## config.mk

```make
export PLATFORM = sky130hd
export DESIGN_NAME = flp_head
export DESIGN_NICKNAME = d
export VERILOG_FILES = /design/src/rtl/flp_pkg.sv /design/src/rtl/flp_head.sv
export SDC_FILE = /design/constraint.sdc
export NUM_CORES = 2
export LEC_CHECK = 0
export BUFFER_PORTS_ARGS = -buffer_cell sky130_fd_sc_hd__buf_4
export CORE_MARGIN = 1.5
export CORE_UTILIZATION = 51
export DETAILED_ROUTE_END_ITERATION = 7
export PLACE_DENSITY = 0.71
export SYNTH_ARGS = -nofsm -noshare
export SYNTH_HDL_FRONTEND = slang
export SYNTH_SLANG_ARGS = --single-unit
```

## constraint.sdc

```tcl
create_clock -name clk -period 8.86 [get_ports clk]
set_input_delay 1.329 -clock clk [delete_from_list [all_inputs] [get_ports clk]]
set_output_delay 1.329 -clock clk [all_outputs]
set_load 0.02 [all_outputs]
```

## src/rtl/flp_pkg.sv

```systemverilog
// ----------------------------------------------------------------------------
// flp_pkg: shared types and constants of the four-pole resonant lowpass
// Field widths, fixed-point constants, coefficient bundle, sequencer codes
// and the 32-bit saturation used by the head and the stage cells.
// ----------------------------------------------------------------------------
package flp_pkg;

  localparam int DEFAULT_CHANNELS = 8;
  localparam int STAGES           = 4;

  localparam int CHAN_W   = 3;
  localparam int SAMPLE_W = 24;
  localparam int STATE_W  = 32;
  localparam int CUTOFF_W = 22;
  localparam int RES_W    = 23;
  localparam int FB_W     = 26;
  localparam int GPART_W  = 20;
  localparam int OMF_W    = 23;
  localparam int APB_AW   = 3;
  localparam int APB_DW   = 32;

  localparam logic [CUTOFF_W-1:0] CUTOFF_RESET = 22'd173300;
  localparam logic [RES_W-1:0]    RES_RESET    = 23'd65536;
  localparam logic [RES_W-1:0]    RES_MIN      = 23'd655;

  // q0.20 and q0.24 coefficient constants
  localparam logic [19:0] K_03  = 20'd314573;
  localparam logic [17:0] K_015 = 18'd157286;
  localparam logic [16:0] K_01  = 17'd104858;
  localparam logic [22:0] K_G   = 23'd5873916;

  typedef struct packed {
    logic signed [FB_W-1:0]  fb;
    logic [GPART_W-1:0]      g_hi;
    logic [GPART_W-1:0]      g_lo;
    logic signed [OMF_W-1:0] omf;
  } coef_t;

  typedef enum logic [3:0] {
    CS_FSQ,
    CS_RESK,
    CS_F4,
    CS_C1,
    CS_GLO,
    CS_FB,
    CS_GHI,
    CS_GSUM,
    CS_IDLE
  } coef_step_t;

  typedef enum logic [1:0] {
    CTL_IDLE,
    CTL_BUSY,
    CTL_DONE
  } ctl_state_t;

  typedef enum logic {
    REG_CUTOFF    = 1'b0,
    REG_RESONANCE = 1'b1
  } reg_idx_t;

  function automatic logic signed [STATE_W-1:0] sat32(input logic signed [63:0] v);
    if (v[63:STATE_W-1] == {(64-STATE_W+1){v[63]}}) begin
      return v[STATE_W-1:0];
    end else if (v[63]) begin
      return {1'b1, {(STATE_W-1){1'b0}}};
    end else begin
      return {1'b0, {(STATE_W-1){1'b1}}};
    end
  endfunction

endpackage

```

## src/rtl/flp_head.sv

```systemverilog
// ----------------------------------------------------------------------------
// flp_head: feedback and input gain
// Subtracts y4*fb from the sample and scales the difference by g, using one
// multiplier over three products; hands the result to the first stage cell.
// ----------------------------------------------------------------------------
module flp_head (
  input  logic                                 clk,
  input  logic                                 rst,
  input  logic                                 start,
  input  logic signed [flp_pkg::SAMPLE_W-1:0]  sample,
  input  logic signed [flp_pkg::STATE_W-1:0]   y4,
  input  flp_pkg::coef_t                       coef,
  output logic                                 t_valid,
  output logic signed [flp_pkg::STATE_W-1:0]   t_out
);

  logic v1;
  logic v2;
  logic v3;
  logic v4;

  logic signed [31:0] mul_a;
  logic signed [25:0] mul_b;
  logic signed [57:0] p;

  logic signed [31:0] t0;
  logic signed [37:0] alo;

  logic signed [57:0] fbk_sum;
  logic signed [37:0] fbk;
  logic signed [63:0] diff;
  logic signed [57:0] alo_sum;
  logic signed [57:0] hs;
  logic signed [45:0] hq;

  always_comb begin
    mul_a = y4;
    mul_b = coef.fb;
    if (v2) begin
      mul_a = t0;
      mul_b = $signed(flp_pkg::FB_W'(coef.g_lo));
    end else if (v3) begin
      mul_a = t0;
      mul_b = $signed(flp_pkg::FB_W'(coef.g_hi));
    end
  end

  always_comb begin
    fbk_sum = p + 58'sd524288;
    fbk     = fbk_sum[57:20];
    diff    = 64'(sample) - 64'(fbk);
    alo_sum = p + 58'sd2147483648;
    hs      = p + 58'(alo);
    hq      = hs[57:12];
  end

  always_ff @(posedge clk) begin
    if (rst) begin
      v1      <= 1'b0;
      v2      <= 1'b0;
      v3      <= 1'b0;
      v4      <= 1'b0;
      t_valid <= 1'b0;
    end else begin
      v1      <= start;
      v2      <= v1;
      v3      <= v2;
      v4      <= v3;
      t_valid <= v4;
    end
  end

  always_ff @(posedge clk) begin
    p <= mul_a * mul_b;
    if (v1) begin
      t0 <= flp_pkg::sat32(diff);
    end
    if (v3) begin
      alo <= alo_sum[57:20];
    end
    if (v4) begin
      t_out <= flp_pkg::sat32(64'(hq));
    end
  end

endmodule

```

[Yosys cells after proc, flatten, opt, wreduce, memory -nomap -nowiden]
Index checks and enable logic that the tools add are counted.
Widths: inputs -> output; s select.
Storage, ports and cells
  flip-flop bits (word level): 165
  input port bits: 148
  word-level logic and storage cells: 24
  output and inout port bits: 33
Operators by class
  muxes and demuxes: 8
  equal/unequal tests: 2
  add/sub/neg operators: 4
  $mul: 1
Operators with widths (count)
  $mux 32: 6
  $add 58x21->58 const B: 1
  $add 58x33->58 const B: 1
  $add 58x38->58: 1
  $mul 32x26->58: 1
  $mux 26: 2
  $sub 24x38->39: 1
  $eq 32x32->1: 1
  $eq 14x14->1: 1

[Longest topological paths before layout]
  depth in word-level cells: 4
  mapped depth: 32
  gate-level depth less buffers: 29

[Worst setup path after synthesis]
OpenSTA, ideal clock, no wires.
  path kind: reg-to-reg
  start: register v3
  end: register p[56]
  clock period less this slack: 9251 ps
  setup slack: -391 ps
  library setup time: 131 ps
  data arrival time: 9120 ps
  data required time: 8729 ps
  cell stages (with the launch flop): 32
  buffers on the path: 5
  cells stage by stage: dfxtp_1 clkbuf_1 buf_1 mux2i_1 o21ai_0 clkbuf_1 clkbuf_1 nand2_1 fa_1 inv_1 fa_1 inv_1 fa_1 fa_1 inv_1 fa_1 fa_1 inv_1 fa_1 inv_1 ha_1 clkbuf_1 and3_1 and3_1 a221oi_1 o21ai_0 a31o_2 a31oi_1 o21ai_0 a221oi_1 o31ai_1 xor2_1
On the way
  word-level cells in the longest chain between the ends: 3
  elaborated cells between the ends (all ways): 5
  those cells by class: mul: 1; mux: 4
RTL lines
  start: declaration: line flp_head.sv:19  | logic v3;
  start signal: assignment: line flp_head.sv:67  | v3 <= v2;
  $mux 32 / $mux 26 (equally long branches): line flp_head.sv:42  | end else if (v3) begin
  $mux 32 / $mux 26 (equally long branches): line flp_head.sv:39  | if (v2) begin
  $mul 32x26->58 (*): line flp_head.sv:74  | p <= mul_a * mul_b;
  end signal: assignment: line flp_head.sv:74
  end: declaration: line flp_head.sv:24  | logic signed [57:0] p;
Mark *: on every way between the ends. The rest lies on a longest branch, timed or not.
A chain may end at the register's enable or synchronous reset.

[Final worst setup path]
  start: input y4[16] (netlist name)
  end: register p[57]
On the way
  word-level cells in the longest chain between the ends: 3
RTL lines
  start: declaration: line flp_head.sv:11  | input logic signed [flp_pkg::STATE_W-1:0] y4,
  $mux 32: line flp_head.sv:42
  $mux 32: line flp_head.sv:39
  $mul 32x26->58: line flp_head.sv:74
No other way between the ends.

==> results.json <==
{
  "route.vias.total": 32600,
  "synthesis.instances": 4485,
  "cp.arrival_ns": 8.85,
  "synth_edf_count": 102,
  "ctsLongestPathBuffers": 2,
  "drv_slew": 0,
  "worst_pin_slew_ns": 1.22,
  "grt.total_usage": 0.311,
  "syn_area_per_cell_um2": 9.08,
  "slew_headroom": 0.187,
  "die_w_um": 286,
  "grt_pass1_wl_mm": 193,
  "end_kind": "flop",
  "die_area_um2": 81500,
  "rsz0062_at_grt": "false",
  "drive_above_1_share": 0.112,
  "period_minus_slack_ns": 8.51,
  "post-route-cell-area_um2": 45400,
  "overflow": 0,
  "fp.dieH_um": 286,
  "synthDistinctLibCells": 91,
  "core_area_um2": 79000,
  "final_antenna_net_count": 0,
  "drc": 0,
  "cts.sinks": 165,
  "start_util": 0.515,
  "drt-initial-drc-count": 2743,
  "grt_pass1_vias": 34200,
  "place.gp.congestion": 0.990,
  "cts_hold_buf": 0,
  "syn_nets": 5742,
  "async_reset_ff_frac": 0,
  "syn-cell-area_um2": 40700,
  "crit_required_ns": 9.21,
  "hp-class": "flop to flop",
  "nets": 5999,
  "drv_cap": 0,
  "hold_viol": 0,
  "dp_hpwl_mm": 105,
  "finalCritPeriodShare": 0.960,
  "core.rowCount": 103,
  "yosysSeqAreaShare": 0.106,
  "yosysWarnings": 0,
  "holdPathStages": 0,
  "synth-seq-cells": 165,
  "h-tree-depth": 4,
  "wire_per_inst_um": 21.0,
  "post-route-util": 0.574,
  "synth_ff_type": "edfxtp_1",
  "finalSetupViolations": 0,
  "status": "completed",
  "numPortBuffers": 157,
  "crit_type": "primary input to flop",
  "cts_tree": "built",
  "place_area_um2": 44800,
  "grt_max_degree": 50,
  "clock_skew_ns": 0.0169,
  "clk_latency_ns": 0.46,
  "reg2regPathDepth": 28,
  "startpoint_type": "primary input",
  "dr.pass1.iters": 8,
  "cp_max_fo": 7,
  "timing.fmax_mhz": 118,
  "vias_per_cell": 5.62,
  "drt-total-wl_mm": 122,
  "io_pins": 181,
  "antenna_found_initial": 0,
  "cts_buffers": 17,
  "syn_to_final_growth_pct": 11.4,
  "clk_pin_slew_worst_paths_ns": 0.07,
  "cts_root_buffer": "clkbuf_16"
}
layer usage:
metal | GRT usage | part of all wire | up-vias
met4 | 0.158 | 0.060 | 0
li1 | - | - | 14500
met1 | 0.412 | 0.40 | 16300
met5 | 0 | 0 | -
met2 | 0.495 | 0.46 | 1486
met3 | 0.0519 | 0.087 | 336
placed cells by master, fill, tap and decap left out, types with 61 or more instances in the layout:
cell type and instances:
dfxtp_1 61, xnor2_1 112, and3_1 98, edfxtp_1 102
a21oi_1 147, a21o_1 106, o21ai_0 117, nand2_1 593
nor2_1 385, inv_1 871, xor2_1 88, ha_1 254
buf_4 392, fa_1 855
repair_timing:
| action | CTS | global route |
|---|---|---|
| gates resized for setup | 0 | 4 |
| setup buffers | 0 | 0 |
| setup endpoints to repair | 0 | 5 |
critical path, stage by stage:
cell	delay, ns
buf_4	0.14
buf_4	0.17
mux2i_1	0.32
buf_4	0.24
nor2_1	0.08
fa_1	0.51
fa_1	0.53
inv_1	0.05
fa_1	0.46
fa_1	0.51
inv_1	0.07
fa_1	0.49
fa_1	0.50
inv_1	0.05
fa_1	0.54
inv_1	0.06
ha_1	0.31
and2_1	0.19
nand3_1	0.11
o21ai_0	0.33
o2111ai_1	0.30
a211oi_2	0.39
o21ai_0	0.18
buf_4	0.17
o21a_1	0.21
o21ai_0	0.33
a221oi_1	0.15
xnor2_1	0.14
cell families (layout without fill, tap and decap cells):
family	after synthesis	count (layout)	synth area share
and+or+nand+nor	1313	1313	0.143
AOI/OAI and AO/OA	564	564	0.0892
other	0	1	0
xor gates and xnor gates	201	201	0.0437
muxes	87	87	0.0224
adders and majority gates	1109	1109	0.499
DFF	165	165	0.106
buffers and inverters	1046	1316	0.0973
final timing paths:
| path | from | to | slack [ns] |
|---|---|---|---|
| worst max-delay path | y4[16] | p[57]$_DFF_P_ | 0.35 |
| worst min-delay path | p[20]$_DFF_P_ | alo[0]$_DFFE_PP_ | 0.58 |
| worst max register to register | v3$_SDFF_PP0_ | p[57]$_DFF_P_ | 0.37 |
| worst min register to register | p[20]$_DFF_P_ | alo[0]$_DFFE_PP_ | 0.58 |
final cells by class:
class	count	area [µm²]
Clock inverter	12	121
Timing Repair Buffer	413	3350
Sequential cell	165	4330
Tap cell	1050	1310
Fill cell	7009	33600
Inverter	871	3270
Antenna cell	1	2.50
Multi-Input combinational cell	3274	32500
Clock buffer	20	437
registers in the layout, indices dropped and copies added (netlist names):
signal   flops
alo         38
p           58
t0          32
t_out       32
t_valid      1
v1           1
v2           1
v3           1
v4           1
synthesized netlist by cell type, types with 15 or more instances:
master    instances  area (µm²)
nand2b_1         29         181
nand2_1         593        2230
o21a_1           18         135
mux2_2           34         383
xor2_1           88         771
mux2i_1          53         531
nand3_1          54         270
clkbuf_1        151         567
edfxtp_1        102        3060
fa_1            855       17100
a21oi_1         152         761
o21ai_1          22         110
a31oi_1          15        93.8
and2_1           35         219
a21o_1          106         796
nand4_1          31         194
o21bai_1         33         248
and3_1           98         613
buf_2            18        90.1
inv_1           871        3270
o21ai_0         119         596
xnor2_1         112         981
nor2b_1          19         119
ha_1            254        3180
nor2_1          386        1450
dfxtp_1          63        1260
stage by stage:
stage	setup slack [ns]	hold WS [ns]	std cells	setup TNS, ns
after detailed placement	-0.164	0.573	5773	-0.675
final	0.351	0.577	5806	0
after global routing	0.0183	0.597	5805	0
after CTS	0.280	0.579	5805	0
after floorplan	0.163	0.467	4485	0
after global placement	-0.135	0.569	5773	-0.375
Power is not shown: default switching activity piles up to over one toggle a cycle in this logic, so the estimate is an artifact.
