$ cat config.mk
export PLATFORM = sky130hd
export DESIGN_NAME = flp_cell
export DESIGN_NICKNAME = d
export VERILOG_FILES = /design/src/rtl/flp_pkg.sv /design/src/rtl/flp_cell.sv
export SDC_FILE = /design/constraint.sdc
export NUM_CORES = 2
export LEC_CHECK = 0
export BUFFER_PORTS_ARGS = -buffer_cell sky130_fd_sc_hd__buf_2
export CORE_MARGIN = 10
export CORE_UTILIZATION = 35
export CTS_CLUSTER_DIAMETER = 50
export DETAILED_ROUTE_END_ITERATION = 16
export GPL_TIMING_DRIVEN = 0
export HOLD_SLACK_MARGIN = 0.06
export PLACE_DENSITY_LB_ADDON = 0.1
export RECOVER_POWER = 25
export SLEW_MARGIN = 20
export SYNTH_ARGS = -nofsm -noshare
export SYNTH_HDL_FRONTEND = slang
export SYNTH_SLANG_ARGS = --single-unit
$ cat constraint.sdc
create_clock -name clk -period 12.5 [get_ports clk]
set_clock_uncertainty 0.1 [all_clocks]
set_input_delay 1.25 -clock clk [delete_from_list [all_inputs] [get_ports clk]]
set_output_delay 1.25 -clock clk [all_outputs]
set_load 0.03 [all_outputs]
$ cat src/rtl/flp_pkg.sv
// ----------------------------------------------------------------------------
// flp_pkg: shared types and constants of the four-pole resonant lowpass
// Field widths, fixed-point constants, coefficient bundle, sequencer codes
// and the 32-bit saturation used by the head and the stage cells.
// ----------------------------------------------------------------------------
package flp_pkg;

  localparam int DEFAULT_CHANNELS = 8;
  localparam int STAGES           = 4;

  localparam int CHAN_W   = 3;
  localparam int SAMPLE_W = 24;
  localparam int STATE_W  = 32;
  localparam int CUTOFF_W = 22;
  localparam int RES_W    = 23;
  localparam int FB_W     = 26;
  localparam int GPART_W  = 20;
  localparam int OMF_W    = 23;
  localparam int APB_AW   = 3;
  localparam int APB_DW   = 32;

  localparam logic [CUTOFF_W-1:0] CUTOFF_RESET = 22'd173300;
  localparam logic [RES_W-1:0]    RES_RESET    = 23'd65536;
  localparam logic [RES_W-1:0]    RES_MIN      = 23'd655;

  // q0.20 and q0.24 coefficient constants
  localparam logic [19:0] K_03  = 20'd314573;
  localparam logic [17:0] K_015 = 18'd157286;
  localparam logic [16:0] K_01  = 17'd104858;
  localparam logic [22:0] K_G   = 23'd5873916;

  typedef struct packed {
    logic signed [FB_W-1:0]  fb;
    logic [GPART_W-1:0]      g_hi;
    logic [GPART_W-1:0]      g_lo;
    logic signed [OMF_W-1:0] omf;
  } coef_t;

  typedef enum logic [3:0] {
    CS_FSQ,
    CS_RESK,
    CS_F4,
    CS_C1,
    CS_GLO,
    CS_FB,
    CS_GHI,
    CS_GSUM,
    CS_IDLE
  } coef_step_t;

  typedef enum logic [1:0] {
    CTL_IDLE,
    CTL_BUSY,
    CTL_DONE
  } ctl_state_t;

  typedef enum logic {
    REG_CUTOFF    = 1'b0,
    REG_RESONANCE = 1'b1
  } reg_idx_t;

  function automatic logic signed [STATE_W-1:0] sat32(input logic signed [63:0] v);
    if (v[63:STATE_W-1] == {(64-STATE_W+1){v[63]}}) begin
      return v[STATE_W-1:0];
    end else if (v[63]) begin
      return {1'b1, {(STATE_W-1){1'b0}}};
    end else begin
      return {1'b0, {(STATE_W-1){1'b1}}};
    end
  endfunction

endpackage

$ cat src/rtl/flp_cell.sv
// ----------------------------------------------------------------------------
// flp_cell: one-pole stage cell
// Holds the per-channel history of one stage and computes
// y = in + 0.3*prev_in + (1-f)*y with one multiplier.
// ----------------------------------------------------------------------------
module flp_cell #(
  parameter int CHANNELS = flp_pkg::DEFAULT_CHANNELS,
  parameter int AW       = 3
) (
  input  logic                                clk,
  input  logic                                rst,
  input  logic                                rd_en,
  input  logic [AW-1:0]                       rd_addr,
  input  logic                                t_valid_in,
  input  logic signed [flp_pkg::STATE_W-1:0]  t_in,
  input  logic signed [flp_pkg::OMF_W-1:0]    omf,
  output logic signed [flp_pkg::STATE_W-1:0]  y_rd,
  output logic                                t_valid_out,
  output logic signed [flp_pkg::STATE_W-1:0]  t_out
);

  logic [2*flp_pkg::STATE_W-1:0] mem [CHANNELS];
  logic [CHANNELS-1:0]           vld;

  logic [2*flp_pkg::STATE_W-1:0] rd_data;
  logic                          rd_vld;
  logic [AW-1:0]                 addr_q;

  logic v1;
  logic v2;

  logic signed [31:0] prev_s;
  logic signed [31:0] mul_a;
  logic signed [22:0] mul_b;
  logic signed [54:0] p;
  logic signed [31:0] t_q;
  logic signed [56:0] acc;
  logic signed [56:0] rsum;
  logic signed [36:0] rs;
  logic signed [31:0] ny;

  // entries never written since reset read as zero
  assign prev_s = rd_vld ? rd_data[63:32] : '0;
  assign y_rd   = rd_vld ? rd_data[31:0] : '0;

  always_comb begin
    mul_a = prev_s;
    mul_b = $signed(flp_pkg::OMF_W'(flp_pkg::K_03));
    if (v1) begin
      mul_a = y_rd;
      mul_b = omf;
    end
  end

  always_comb begin
    rsum = acc + 57'(p) + 57'sd524288;
    rs   = rsum[56:20];
    ny   = flp_pkg::sat32(64'(rs));
  end

  always_ff @(posedge clk) begin
    if (rst) begin
      vld         <= '0;
      rd_vld      <= 1'b0;
      v1          <= 1'b0;
      v2          <= 1'b0;
      t_valid_out <= 1'b0;
    end else begin
      if (rd_en) begin
        rd_vld <= vld[rd_addr];
      end
      if (v2) begin
        vld[addr_q] <= 1'b1;
      end
      v1          <= t_valid_in;
      v2          <= v1;
      t_valid_out <= v2;
    end
  end

  always_ff @(posedge clk) begin
    if (rd_en) begin
      rd_data <= mem[rd_addr];
      addr_q  <= rd_addr;
    end
    if (v2) begin
      mem[addr_q] <= {t_q, ny};
    end
  end

  always_ff @(posedge clk) begin
    p <= mul_a * mul_b;
    if (t_valid_in) begin
      t_q <= t_in;
    end
    if (v1) begin
      acc <= 57'(p) + (57'(t_q) <<< 20);
    end
    if (v2) begin
      t_out <= ny;
    end
  end

endmodule

## Word-level counts from Yosys, hierarchy flattened

Memory sizes are Yosys's and may differ from the RTL's. A register that Yosys moved wholly into a read port is not among the register bits.
Cells that the tools add are included.

- $add $sub $neg: 3
- Multipliers: 1
- Magnitude comparators: 3
- Equal/unequal tests: 1
- Multiplexer cells: 12
- Bitwise logic cells: 1
- Reductions and logical operators: 1

Operators with widths:

| cell | number |
|---|---|
| $mux 32 | 5 |
| $add 57x21->57 const B | 1 |
| $add 57x55->57 | 1 |
| $add 55x52->56 | 1 |
| $mul 32x23->55 | 1 |
| $mux 23 | 1 |
| $lt 3x4->1 const B | 2 |
| $or 8x8->8 | 1 |
| $eq 5x5->1 | 1 |
| $mux 1 | 4 |
| $bmux 1 s3 | 1 |
| $demux 1 s3 | 1 |
| $ge 3x1->1 const B | 1 |
| $logic_and 1x1->1 | 1 |

- Flip-flop bits (word level): 191
- RAM bits: 512
- Input bits: 62
- Memories: 1

Memories:

| name | depth | bits a word | rd ports | clocked after memory_dff | write ports | RTL line | source |
|---|---|---|---|---|---|---|---|
| mem | 8 | 64 | 1 | 1 | 1 | flp_cell.sv:22 | `logic [2*flp_pkg::STATE_W-1:0] mem [CHANNELS];` |

## Longest topological paths before layout

- Depth in word-level cells: 5
- Depth in mapped cells: 32
- Depth with buffers taken out: 28

## Worst setup path before layout

Ideal clock, no wire load.

- Kind: register -> register
- Start: reg v1
- End: reg p[51]
- Data arrival time: 9.117 ns
- Setup slack: 3.212 ns
- Cell stages (with the launch flop): 30
- Buffers on the path: 5
- Clock period less this slack: 9.288 ns
- Cell sequence: dfxtp_1 > buf_1 > buf_1 > clkbuf_1 > nor2b_1 > clkbuf_1 > nor2_1 > fa_1 > fa_1 > inv_1 > fa_1 > fa_1 > inv_1 > fa_1 > fa_1 > inv_1 > fa_1 > inv_1 > ha_1 > buf_2 > and4_1 > and4_1 > nand2_1 > a211oi_2 > o311ai_1 > or4_1 > a31oi_4 > a31oi_1 > o21bai_1 > xor2_1

- Cells in the longest elaborated chain, start to end: 2
- Elaborated cells on any way between the ends: 3
- Those cells by class: mul (1); mux (2)

RTL lines:

| what | RTL line | source |
|---|---|---|
| from (decl) | flp_cell.sv:29 | `logic v1;` |
| from (signal assigned) | flp_cell.sv:75 | `v1 <= t_valid_in;` |
| $mux 32 / $mux 23 (equally long branches) | flp_cell.sv:49 | `if (v1) begin` |
| $mul 32x23->55 (*) | flp_cell.sv:92 | `p <= mul_a * mul_b;` |
| to (signal assigned) | flp_cell.sv:92 |  |
| to (decl) | flp_cell.sv:35 | `logic signed [54:0] p;` |

Mark *: on every way between the ends. The rest lies on a longest branch, timed or not.
A chain may end at the register's enable or synchronous reset.

## Final worst setup path

Same ends and word-level chain as after synthesis.

==> impl_metrics.yaml <==
run_status:
  status: "complete, but fails checks"
  violations: "max-capacitance violations, max-slew violations"
finish:
  layoutNonFillerInstCount: 7366
  drive_above_1_share_pct: 11.0
  fillers: 16000
  finalCoreUtilization_pct: 39.4
  nets: 6217
  area_growth_pct: 11.9
  layout_common_cells: "848 x inv_1, 755 x fa_1, 699 x edfxtp_1"
  final_common_cell: "inv_1"
timing:
  fin_tns_setup_ns: 0
  clock.fmax_ghz: 0.0895
  period_share_pct: 89.4
  tightest_slew_ns: 1.63
  maxSlewViolCount: 47
  setup_violations: 0
  period_needed_ns: 11.17
  rsz0062_at_grt: "false"
  relSlewSlack_pct: -8.65
  fin_ws_ns: 1.33
  finalHoldViolCount: 0
clocking:
  insertion_delay_ns: 0.66
  path_clk_slew_ns: 0.06
  cts_max_path_buffers: 3
  cts_root_buf: "clkbuf_16"
  post_cts_buffers: 0
  h-tree-depth: 3
  numCtsBuffers: 79
  cts_sinks: 766
  cts_tree: "done"
setup_path:
  crit_path_end_kind: "flop"
  worst_ep_required_time_ns: 12.98
  cpMaxStageDelayCell: "clkdlybuf4s15_1"
  worstPathArrival_ns: 11.65
  cp_max_fo: 43
  crit_top_cell: "fa_1"
  cp-start-kind: "flop"
  slowest_delay_ns: 0.84
  critPathKind: "reg -> reg"
grt:
  antenna_found_initial: 7
  grt_pass1_wl_um: 273000
  grt_pass1_vias: 39600
  gr-total-overflow: 0
  grt_max_degree: 52
  grt.total_usage_pct: 20.4
synthesis:
  synthesis.nets: 5963
  synthDistinctLibCells: 74
  ys.flop_type: "edfxtp_1"
  async_flop_share_pct: 0
  ys_seq_area_share_pct: 38.4
  yosys-top-cells-area: "edfxtp_1 36%, fa_1 26%, ha_1 6.2%"
  synth_cells: 4859
  synth_top_area_share_pct: 36.1
  synth_seq_cells: 766
  syn-cell-area_um2: 58100
  syn_avg_cell_area_um2: 12.0
  synth_edf_count: 699
  yosysWarnings: 0
  yosysTopAreaCell: "edfxtp_1"
die:
  dieArea_um2: 183000
  die_h_um: 428
  fp.coreArea_um2: 165000
  pin_count: 127
  fp.dieW_um: 428
  rows: 149
  initial_core_util_pct: 35.2
detailed_routing:
  avgViaCountPerCell: 5.00
  wl_per_cell_um: 24.9
  drc: 0
  vias: 36800
  wl_met3_um: 8920
  top_layer: "met4"
  ant_nets: 0
  first_pass_iters: 7
  dr_wl_met2_um: 85700
  drt_iter0_markers: 2633
  met1Wirelength_um: 82800
  drt-total-wl_um: 183000
power:
  ir_drop_mv: 0.200
  power_density_nw_per_um2: 189
  p_leak_nw: 27.5
hold_path:
  hold_class: "reg -> reg"
placement:
  place_ws_ns: 0.284
  placed_cells: 7222
  io_buffers: 126
  dp_hpwl_um: 148000
  gp_congestion: 0.914
flow_run:
  maxCapViolCount: 2
==> per-layer routing <==
layer | up-vias | track usage (%)
li1 | 16400 | -
met1 | 19200 | 28.6
met2 | 1010 | 33.2
met3 | 230 | 2.30
met4 | 0 | 6.35
met5 | - | 0
==> cell type report <==
type | count | area (µm²) | share of cell area, %
multi-input combinational | 3044 | 31900 | 49.0
sequential | 766 | 22300 | 34.3
inverter | 848 | 3180 | 4.89
tap | 2189 | 2740 | 4.21
clock buffer | 92 | 2070 | 3.18
timing repair buffer | 174 | 1470 | 2.26
buffer | 200 | 795 | 1.22
clock inverter | 52 | 569 | 0.875
antenna | 1 | 2.50 | 0.00385
==> worst paths after layout <==
kind | start | end | slack, ns | cells past startpoint
worst max register to register | v1$_SDFF_PP0_ | p[51]$_DFF_P_ | 1.33 | 28
worst max-delay path | v1$_SDFF_PP0_ | p[51]$_DFF_P_ | 1.33 | 28
worst min-delay path | p[19]$_DFF_P_ | acc[19]$_DFFE_PP_ | 0.33 | 0
worst min register to register | p[19]$_DFF_P_ | acc[19]$_DFFE_PP_ | 0.33 | 0
==> report_power, final <==
group	internal (mW)	switching [mW]
Combinational	1.93	3.88
Sequential	3.88	0.163
Clock	1.39	1.04
==> synthesized netlist by cell type (4+ instances only) <==
cell / count
a2111oi_0: 4
a211oi_1: 16
a21o_1: 85
a21oi_1: 146
a31o_2: 6
a31oi_1: 7
a41oi_1: 4
and2_1: 77
and3_1: 12
and4_1: 8
buf_1: 25
buf_2: 9
clkbuf_1: 165
dfxtp_1: 67
edfxtp_1: 699
fa_1: 755
ha_1: 287
inv_1: 848
mux2_2: 96
mux2i_1: 4
mux4_2: 130
nand2_1: 500
nand2b_1: 23
nand3_1: 35
nand4_1: 22
nor2_1: 455
nor2b_1: 25
nor3_1: 24
o2111ai_1: 4
o211ai_1: 12
o21a_1: 23
o21ai_0: 66
o21ai_1: 5
o21bai_1: 23
o31a_1: 4
o31ai_1: 7
o41ai_1: 4
or2_2: 4
or3_1: 4
xnor2_1: 80
xor2_1: 40
==> kinds of logic (layout without fill, tap and decap cells) <==
| family | after synthesis | after routing | synth area share, % |
|---|---|---|---|
| and+or+nand+nor | 1200 | 1200 | 8.74 |
| muxes | 230 | 230 | 6.97 |
| DFF | 766 | 766 | 38.4 |
| adders and majority gates | 1042 | 1042 | 32.2 |
| AOI/OAI and AO/OA | 452 | 452 | 5.07 |
| buffers and inverters | 1049 | 1366 | 6.81 |
| other | 0 | 1 | 0 |
| xor gates and xnor gates | 120 | 120 | 1.81 |
==> sequential cells by signal, indices dropped and copies added (netlist names), 3 cells and up <==
| signal | count |
|---|---|
| t_q | 32 |
| rd_data | 64 |
| mem | 512 |
| addr_q | 3 |
| t_out | 32 |
| p | 55 |
| vld | 8 |
| acc | 56 |
==> critical path, delay by kind of cell, from the launching register on <==
| kind | cells | cell delay [ns] |
|---|---|---|
| AOI/OAI and AO/OA | 8 | 1.84 |
| xor gates and xnor gates | 1 | 0.17 |
| adders and majority gates | 8 | 3.67 |
| buffers and inverters | 8 | 2.88 |
| DFF | 1 | 0.61 |
| and+or+nand+nor | 3 | 1.77 |
==> through the flow <==
| stage | power (mW) | instance area (µm²) | hold slack, ns |
|---|---|---|---|
| final | 12.3 | 65100 | 0.334 |
| after floorplan | 7.85 | 58100 | 0.301 |
| after global placement | 9.84 | 61500 | 0.329 |
| after detailed placement | 9.80 | 62400 | 0.327 |
| after global routing | 13.1 | 65100 | 0.346 |
| after CTS | 12.4 | 65100 | 0.336 |
==> what timing repair did <==
item | 4_1_cts | 5_1_grt
hold buffers | 0 | 0
endpoints found under the setup margin | 0 | 4
resized for setup | 0 | 2
Power figures use the tool's default switching activity.
