[src/rtl/flp_pkg.sv]
// ----------------------------------------------------------------------------
// flp_pkg: shared types and constants of the four-pole resonant lowpass
// Field widths, fixed-point constants, coefficient bundle, sequencer codes
// and the 32-bit saturation used by the head and the stage cells.
// ----------------------------------------------------------------------------
package flp_pkg;

  localparam int DEFAULT_CHANNELS = 8;
  localparam int STAGES           = 4;

  localparam int CHAN_W   = 3;
  localparam int SAMPLE_W = 24;
  localparam int STATE_W  = 32;
  localparam int CUTOFF_W = 22;
  localparam int RES_W    = 23;
  localparam int FB_W     = 26;
  localparam int GPART_W  = 20;
  localparam int OMF_W    = 23;
  localparam int APB_AW   = 3;
  localparam int APB_DW   = 32;

  localparam logic [CUTOFF_W-1:0] CUTOFF_RESET = 22'd173300;
  localparam logic [RES_W-1:0]    RES_RESET    = 23'd65536;
  localparam logic [RES_W-1:0]    RES_MIN      = 23'd655;

  // q0.20 and q0.24 coefficient constants
  localparam logic [19:0] K_03  = 20'd314573;
  localparam logic [17:0] K_015 = 18'd157286;
  localparam logic [16:0] K_01  = 17'd104858;
  localparam logic [22:0] K_G   = 23'd5873916;

  typedef struct packed {
    logic signed [FB_W-1:0]  fb;
    logic [GPART_W-1:0]      g_hi;
    logic [GPART_W-1:0]      g_lo;
    logic signed [OMF_W-1:0] omf;
  } coef_t;

  typedef enum logic [3:0] {
    CS_FSQ,
    CS_RESK,
    CS_F4,
    CS_C1,
    CS_GLO,
    CS_FB,
    CS_GHI,
    CS_GSUM,
    CS_IDLE
  } coef_step_t;

  typedef enum logic [1:0] {
    CTL_IDLE,
    CTL_BUSY,
    CTL_DONE
  } ctl_state_t;

  typedef enum logic {
    REG_CUTOFF    = 1'b0,
    REG_RESONANCE = 1'b1
  } reg_idx_t;

  function automatic logic signed [STATE_W-1:0] sat32(input logic signed [63:0] v);
    if (v[63:STATE_W-1] == {(64-STATE_W+1){v[63]}}) begin
      return v[STATE_W-1:0];
    end else if (v[63]) begin
      return {1'b1, {(STATE_W-1){1'b0}}};
    end else begin
      return {1'b0, {(STATE_W-1){1'b1}}};
    end
  endfunction

endpackage

[src/rtl/flp_coef.sv]
// ----------------------------------------------------------------------------
// flp_coef: coefficient derivation
// Derives fb, g and 1-f from the cutoff and resonance registers with one
// shared multiplier, one product per cycle.
// ----------------------------------------------------------------------------
module flp_coef (
  input  logic                           clk,
  input  logic                           rst,
  input  logic                           start,
  input  logic [flp_pkg::CUTOFF_W-1:0]   cutoff,
  input  logic [flp_pkg::RES_W-1:0]      resonance,
  output logic                           busy,
  output flp_pkg::coef_t                 coef
);

  flp_pkg::coef_step_t step;
  flp_pkg::coef_step_t step_next;

  logic signed [32:0] mul_a;
  logic signed [32:0] mul_b;
  logic signed [65:0] p;

  logic [31:0]        fsq28;
  logic [23:0]        fsq20;
  logic [23:0]        deci;
  logic [39:0]        f4;
  logic signed [21:0] c1;
  logic [42:0]        plo;
  flp_pkg::coef_t     coef_q;

  logic [flp_pkg::RES_W-1:0] res_clamped;

  logic [44:0]        fsq_sum;
  logic [31:0]        fsq28_c;
  logic [32:0]        fsq20_sum;
  logic [40:0]        deci_sum;
  logic [64:0]        f4_sum;
  logic [42:0]        c1_sum;
  logic signed [23:0] c1_c;
  logic signed [65:0] fb_sum;
  logic [63:0]        g_sum;

  assign res_clamped = (resonance < flp_pkg::RES_MIN) ? flp_pkg::RES_MIN : resonance;
  assign busy = (step != flp_pkg::CS_IDLE);
  assign coef = coef_q;

  always_comb begin
    step_next = step;
    unique case (step)
      flp_pkg::CS_FSQ:  step_next = flp_pkg::CS_RESK;
      flp_pkg::CS_RESK: step_next = flp_pkg::CS_F4;
      flp_pkg::CS_F4:   step_next = flp_pkg::CS_C1;
      flp_pkg::CS_C1:   step_next = flp_pkg::CS_GLO;
      flp_pkg::CS_GLO:  step_next = flp_pkg::CS_FB;
      flp_pkg::CS_FB:   step_next = flp_pkg::CS_GHI;
      flp_pkg::CS_GHI:  step_next = flp_pkg::CS_GSUM;
      flp_pkg::CS_GSUM: step_next = flp_pkg::CS_IDLE;
      flp_pkg::CS_IDLE: step_next = flp_pkg::CS_IDLE;
      default:          step_next = flp_pkg::CS_IDLE;
    endcase
    if (start) begin
      step_next = flp_pkg::CS_FSQ;
    end
  end

  always_ff @(posedge clk) begin
    if (rst) begin
      step <= flp_pkg::CS_FSQ;
    end else begin
      step <= step_next;
    end
  end

  // steps FSQ to GHI each issue one product; steps RESK to GSUM store the product of the step before
  always_comb begin
    mul_a = '0;
    mul_b = '0;
    unique case (step)
      flp_pkg::CS_FSQ: begin
        mul_a = $signed(33'(cutoff));
        mul_b = $signed(33'(cutoff));
      end
      flp_pkg::CS_RESK: begin
        mul_a = $signed(33'(res_clamped));
        mul_b = $signed(33'(flp_pkg::K_01));
      end
      flp_pkg::CS_F4: begin
        mul_a = $signed(33'(fsq28));
        mul_b = $signed(33'(fsq28));
      end
      flp_pkg::CS_C1: begin
        mul_a = $signed(33'(fsq20));
        mul_b = $signed(33'(flp_pkg::K_015));
      end
      flp_pkg::CS_GLO: begin
        mul_a = $signed(33'(f4[19:0]));
        mul_b = $signed(33'(flp_pkg::K_G));
      end
      flp_pkg::CS_FB: begin
        mul_a = $signed(33'(deci));
        mul_b = 33'(c1);
      end
      flp_pkg::CS_GHI: begin
        mul_a = $signed(33'(f4[39:20]));
        mul_b = $signed(33'(flp_pkg::K_G));
      end
      default: begin
        mul_a = '0;
        mul_b = '0;
      end
    endcase
  end

  always_comb begin
    fsq_sum   = p[44:0] + 45'd2048;
    fsq28_c   = fsq_sum[43:12];
    fsq20_sum = {1'b0, fsq28_c} + 33'd128;
    deci_sum  = p[40:0] + 41'd32768;
    f4_sum    = {1'b0, p[63:0]} + 65'h800000;
    c1_sum    = p[42:0] + 43'd524288;
    c1_c      = 24'sd1048576 - $signed({1'b0, c1_sum[42:20]});
    fb_sum    = p + 66'sd524288;
    g_sum     = {1'b0, p[42:0], 20'b0} + {21'b0, plo} + 64'h800000;
  end

  always_ff @(posedge clk) begin
    p <= mul_a * mul_b;
    unique case (step)
      flp_pkg::CS_RESK: begin
        fsq28 <= fsq28_c;
        fsq20 <= fsq20_sum[31:8];
        coef_q.omf <= 23'sd1048576 - $signed({1'b0, cutoff});
      end
      flp_pkg::CS_F4:   deci <= deci_sum[39:16];
      flp_pkg::CS_C1:   f4 <= f4_sum[63:24];
      flp_pkg::CS_GLO:  c1 <= c1_c[21:0];
      flp_pkg::CS_FB:   plo <= p[42:0];
      flp_pkg::CS_GHI:  coef_q.fb <= fb_sum[45:20];
      flp_pkg::CS_GSUM: begin
        coef_q.g_hi <= g_sum[63:44];
        coef_q.g_lo <= g_sum[43:24];
      end
      default: begin
      end
    endcase
  end

endmodule

[config.mk]
export PLATFORM = sky130hd
export DESIGN_NAME = flp_coef
export DESIGN_NICKNAME = d
export VERILOG_FILES = /design/src/rtl/flp_pkg.sv /design/src/rtl/flp_coef.sv
export SDC_FILE = /design/constraint.sdc
export NUM_CORES = 2
export LEC_CHECK = 0
export ABC_AREA = 1
export BUFFER_PORTS_ARGS = -buffer_cell sky130_fd_sc_hd__buf_2
export CORE_ASPECT_RATIO = 0.75
export CORE_MARGIN = 1
export CORE_UTILIZATION = 65
export CTS_BUF_LIST = sky130_fd_sc_hd__clkbuf_4
export CTS_CLUSTER_SIZE = 28
export DETAILED_ROUTE_END_ITERATION = 10
export PLACE_DENSITY_LB_ADDON = 0.2
export SKIP_CTS_REPAIR_TIMING = 1
export SKIP_LAST_GASP = 1
export SLEW_MARGIN = 40
export SYNTH_ARGS = -nofsm -noshare
export SYNTH_HDL_FRONTEND = slang
export SYNTH_SLANG_ARGS = --single-unit
[constraint.sdc]
create_clock -name clk -period 10.2 [get_ports clk]
set_clock_uncertainty 0.1 [all_clocks]
set_input_delay 1.53 -clock clk [delete_from_list [all_inputs] [get_ports clk]]
set_output_delay 1.53 -clock clk [all_outputs]
set_load 0.01 [all_outputs]
# --- After elaboration in Yosys (flattened, before gate mapping) ---
# Memories as Yosys holds them, arrays and structs flattened. A register that Yosys moved wholly into a read port is not among the register bits.
# Index checks and enable logic that the tools add are counted.
# W data, S select, Z words.
word_totals:
  ff_bits: 338
  mem_bits_ro: 64
  input_bits: 48
  output_inout_bits: 90
  wordCells: 38
  mem_count: 1
memory_table:
  columns: ["memory", "depth", "word_bits", "read_ports", "rd_ports_with_merged_regs", "wr", "line", "source"]
  rows:
  - ["(name not given)", 16, 4, 1, 1, 0, "flp_coef.sv:49", "unique case (step)"]
classes:
  n_addsub: 10
  n_mul: 1
  magnitude_cmp: 1
  n_eq_ne: 8
  mux: 3
  n_reduce_logical: 3
op_table:
  columns: ["cell", "n"]
  rows:
  - ["$pmux W32 S7", 1]
  - ["$pmux W33 S6", 1]
  - ["$add A64 B24 Y64 const B", 2]
  - ["$add A63 B43 Y64", 1]
  - ["$mul A33 B33 Y64", 1]
  - ["$add A46 B21 Y46 const B", 1]
  - ["$add A44 B12 Y44 const B", 1]
  - ["$add A42 B20 Y42 const B", 1]
  - ["$add A40 B16 Y40 const B", 1]
  - ["$add A32 B8 Y32 const B", 1]
  - ["$lt A23 B10 Y1 const B", 1]
  - ["$mux W23", 1]
  - ["$sub A21 B22 Y23 const A", 1]
  - ["$sub A21 B22 Y22 const A", 1]
  - ["$eq A4 B3 Y1 const B", 4]
  - ["$eq A4 B2 Y1 const B", 2]
  - ["$eq A4 B1 Y1 const B", 1]
  - ["$logic_not A4 Y1", 1]
  - ["$ne A4 B4 Y1 const B", 1]
  - ["$reduce_or A2 Y1", 2]

# --- Logic depth before layout (Yosys ltp) ---
depth:
  word_depth: 4
  ltp_mapped: 40
  ltp_nobuf: 39

# --- Least setup slack after synthesis ---
# Ideal clock, no wire load.
synth_timing:
  path_kind: "input to register"
  from: "input resonance[12] (netlist bit)"
  to: "register p[62]"
  setup_ps: 112
  arrival_ps: 8598
  required_time_ps: 9988
  path_slack_ps: 1389
  path_stages: 33
  path_buffers: 2
  cell_sequence: "nor4_1 > nand4_1 > o21bai_1 > nand3_1 > buf_2 > buf_1 > a21oi_1 > fa_1 > inv_1 > fa_1 > inv_1 > fa_1 > inv_1 > fa_1 > inv_1 > fa_1 > fa_1 > fa_1 > inv_1 > fa_1 > inv_1 > ha_1 > nand2_1 > nor2_1 > inv_1 > nor2_1 > inv_1 > nor4_1 > nand2_1 > nand2_1 > nand3_1 > nand3_1 > nand2_1"
synth_via:
  elab_chain_len: 4
synth_lines:
  columns: ["element", "line", "source"]
  rows:
  - ["from (decl)", "flp_coef.sv:11", "input logic [flp_pkg::RES_W-1:0] resonance,"]
  - ["$lt A23 B10 Y1", "flp_coef.sv:43", "assign res_clamped = (resonance < flp_pkg::RES_MIN) ? flp_pkg::RES_MIN : resonance;"]
  - ["$mux W23 *", "flp_coef.sv:43", null]
  - ["$pmux W32 S7 *", "flp_coef.sv:78", "unique case (step)"]
  - ["$mul A33 B33 Y64 *", "flp_coef.sv:127", "p <= mul_a * mul_b;"]
  - ["to (signal assigned)", "flp_coef.sv:127", null]
  - ["to (decl)", "flp_coef.sv:21", "logic signed [65:0] p;"]
# Mark *: on every way between the ends. The rest lies on a longest branch, timed or not.
# A chain may end at the register's enable or synchronous reset.

# --- Worst setup path in the final report ---
layout_timing:
  from: "register step[3]"
  to: "register p[41]"
layout_via:
  elab_chain_len: 4
  elab_cells_between_ends: 11
  classes_between: "mul: 1; eq/ne: 6; mux: 2; reduce/logical: 2"
layout_lines:
  columns: ["element", "line", "source"]
  rows:
  - ["from (decl)", "flp_coef.sv:16", "flp_pkg::coef_step_t step;"]
  - ["$eq A4 B3 Y1", "flp_coef.sv:78", null]
  - ["$reduce_or A2 Y1 (no line)", null, null]
  - ["$pmux W33 S6", "flp_coef.sv:78", null]
  - ["$mul A33 B33 Y64 *", "flp_coef.sv:127", null]
# Marks and branches as above.

==> results.yml <==
run_status:
  status: "complete, no violations"
timing:
  finalHoldViolCount: 0
  rsz0062_at_grt: "no"
  fin_setup_tns_ps: 0
  slew_viol_final: 0
  tightest_slew_ps: 913.5
  setup_viol: 0
  fin_crit_ps: 9905
  timing.final.crit_share_pct: 97.11
  max_freq_mhz: 101.0
  slew_headroom_pct: 39.03
floorplan:
  start_util_pct: 65.69
  die_h_um: 246.3
  pin_count: 138
  die_w_um: 327.7
  die_area_mm2: 0.08070
  rows: 89
  core_area_mm2: 0.07873
yosys:
  synth_top_area_share_pct: 35.92
  synth_adder_area_share_pct: 44.27
  synth_top_flop_cell: "edfxtp_1"
  avgSynthCellArea_um2: 8.462
  synth_compound_area_share_pct: 4.486
  synth.area.top_cells: "fa_1 (36%), edfxtp_1 (15%), inv_1 (10%)"
  synth_area_mm2: 0.05171
  synth_common_cells: "inv_1 (1439), nand2_1 (1269), fa_1 (928)"
  syn_inst: 6111
  synthMuxAreaShare_pct: 0.06533
  synth-edff-count: 254
  yosysTopAreaCell: "fa_1"
  synth_most_common_cell: "inv_1"
  synth_top_family_by_area: "adder cells"
  synth-simple-area-share_pct: 17.95
  synth_seq_area_share_pct: 17.38
  synthesis.nets: 7432
  synth.ff_latch_count: 322
  yosysWarnings: 0
  synth_xor_xnor_area_share_pct: 3.554
  synth_cell_type_count: 54
  async_flop_share_pct: 0
clock_network:
  cts_tree: "built"
  htree_levels: 3
  cts_buffers: 78
  insertion_delay_ps: 870
  path_clk_slew_ps: 70
  root_buffer: "clkbuf_4"
  clockBufferDepth: 3
  clock_sinks: 322
critical_path:
  critPathMaxStageDelay_ps: 730
  crit_type: "register to register"
  slowest_stage: "fa_1"
  worstSetupEndpointType: "register"
  start_kind: "register"
  cp.arrival_ps: 10520
  cp_common_cell: "fa_1"
  crit_fanout: 29
  required_ps: 10810
layout:
  fillCellCount: 6166
  nNetsFinal: 7749
  area_delta_synth_final_pct: 8.674
  drive_gt1_share_pct: 10.71
  final_util_pct: 71.38
hold_path:
  worstHoldPathType: "register to register"
detailed_routing:
  drtAntennaViolNets: 0
  dr_total_vias: 44970
  first_iter_violations: 6497
  via_per_inst: 5.966
  route.detailed.drc: 0
  dr.pass1.iters: 10
  drt_wl_total_mm: 193.0
  drt-wirelength-per-cell_um: 25.60
global_route:
  grt_pass1_wl_mm: 285.5
  overflow: 0
  grt_max_degree: 47
  grt.total_usage_pct: 49.15
  antenna_found_initial: 5
  grt_pass1_vias: 44470
place:
  dp_hpwl_mm: 161.1
  io_buffers: 137
  place_congestion: 1.100
flow_run:
  max_cap_viol_count: 0
cells in the final DEF (no fill, tap or decap), types with 11 or more instances in the layout:
cell type / synthesis / layout
a21o_1: 11 / 11
a21oi_1: 212 / 211
a221oi_1: 16 / 15
a22o_1: 15 / 15
buf_2: 78 / 137
buf_4: 6 / 284
clkbuf_4: 0 / 108
clkinv_1: 15 / 31
dfxtp_1: 68 / 67
edfxtp_1: 254 / 254
fa_1: 928 / 928
ha_1: 345 / 345
inv_1: 1439 / 1436
inv_2: 12 / 15
nand2_1: 1269 / 1268
nand2_2: 36 / 37
nand3_1: 128 / 127
nand4_1: 46 / 46
nor2_1: 631 / 624
nor2_2: 30 / 34
nor2_4: 22 / 25
nor3_1: 37 / 37
nor4_1: 11 / 11
o21ai_0: 109 / 109
o21bai_1: 17 / 17
xnor2_1: 30 / 30
xor2_1: 173 / 172
routing by layer:
metal | up-vias | share of wire, % | GRT usage, %
li1 | 18860 | - | -
met2 | 3885 | 37 | 61.67
met3 | 608 | 21 | 29.88
met5 | - | 0.38 | 6.341
met4 | 20 | 4.4 | 16.64
met1 | 21600 | 37 | 68.03
per-stage QoR:
| step | std cells | hold WS (ps) | setup WS [ps] | instance area, um^2 |
|---|---|---|---|---|
| floorplan | 6111 | 302.9 | 1389 | 51710 |
| global placement | 7394 | 367.8 | 368.2 | 55160 |
| detailed placement | 7394 | 382.3 | 296.3 | 55170 |
| CTS | 7534 | 399.1 | 468.9 | 56170 |
| global route | 7535 | 442.5 | 37.47 | 56190 |
| finish | 7537 | 392.9 | 295.3 | 56200 |
state kept, by name, indices dropped and copies added (netlist names):
register,cells
fsq20,24
p,64
coef,89
deci,24
step,4
f4,40
fsq28,32
c1,22
plo,23
worst paths after layout:
path,from,end,slack [ps],cells after the start
setup / recovery,step[3]$_SDFF_PP0_,p[41]$_DFF_P_,300,28
hold / removal,step[0]$_SDFF_PP0_,step[0]$_SDFF_PP0_,390,1
setup reg to reg,step[3]$_SDFF_PP0_,p[41]$_DFF_P_,300,28
hold reg to reg,step[0]$_SDFF_PP0_,step[0]$_SDFF_PP0_,390,1
critical path, delay by kind of cell (launching register included):
family	cells	cell delay (ps)
adders and majority gates	9	4980
and+or+nand+nor	10	2010
buffers and inverters	4	1210
AOI/OAI and AO/OA	4	920
DFF	1	400
xor gates and xnor gates	1	140
cell families (layout without fill, tap and decap cells):
| kind of cell | count (synthesis) | count (layout) |
|---|---|---|
| xor+xnor | 206 | 206 |
| buf+inv | 1657 | 2034 |
| simple gates | 2238 | 2238 |
| other cells | 0 | 3 |
| compound gates | 412 | 412 |
| fa+ha+maj | 1273 | 1273 |
| mux | 3 | 3 |
| flops | 322 | 322 |
cell type report:
type / instances / area [um^2] / area share, %
diodes: 3 / 7.507 / 0.01336
clock buffers: 108 / 810.8 / 1.443
clock inverters: 32 / 197.7 / 0.3518
inverters: 1466 / 5503 / 9.792
multi-input cells: 4132 / 36420 / 64.81
flip-flops and latches: 322 / 8990 / 16.00
well taps: 1046 / 1309 / 2.329
repair buffers: 428 / 2958 / 5.263
Power is left out: the tool's default activity adds up to more than one toggle a clock period on the data nets, which glitch-free logic cannot reach.
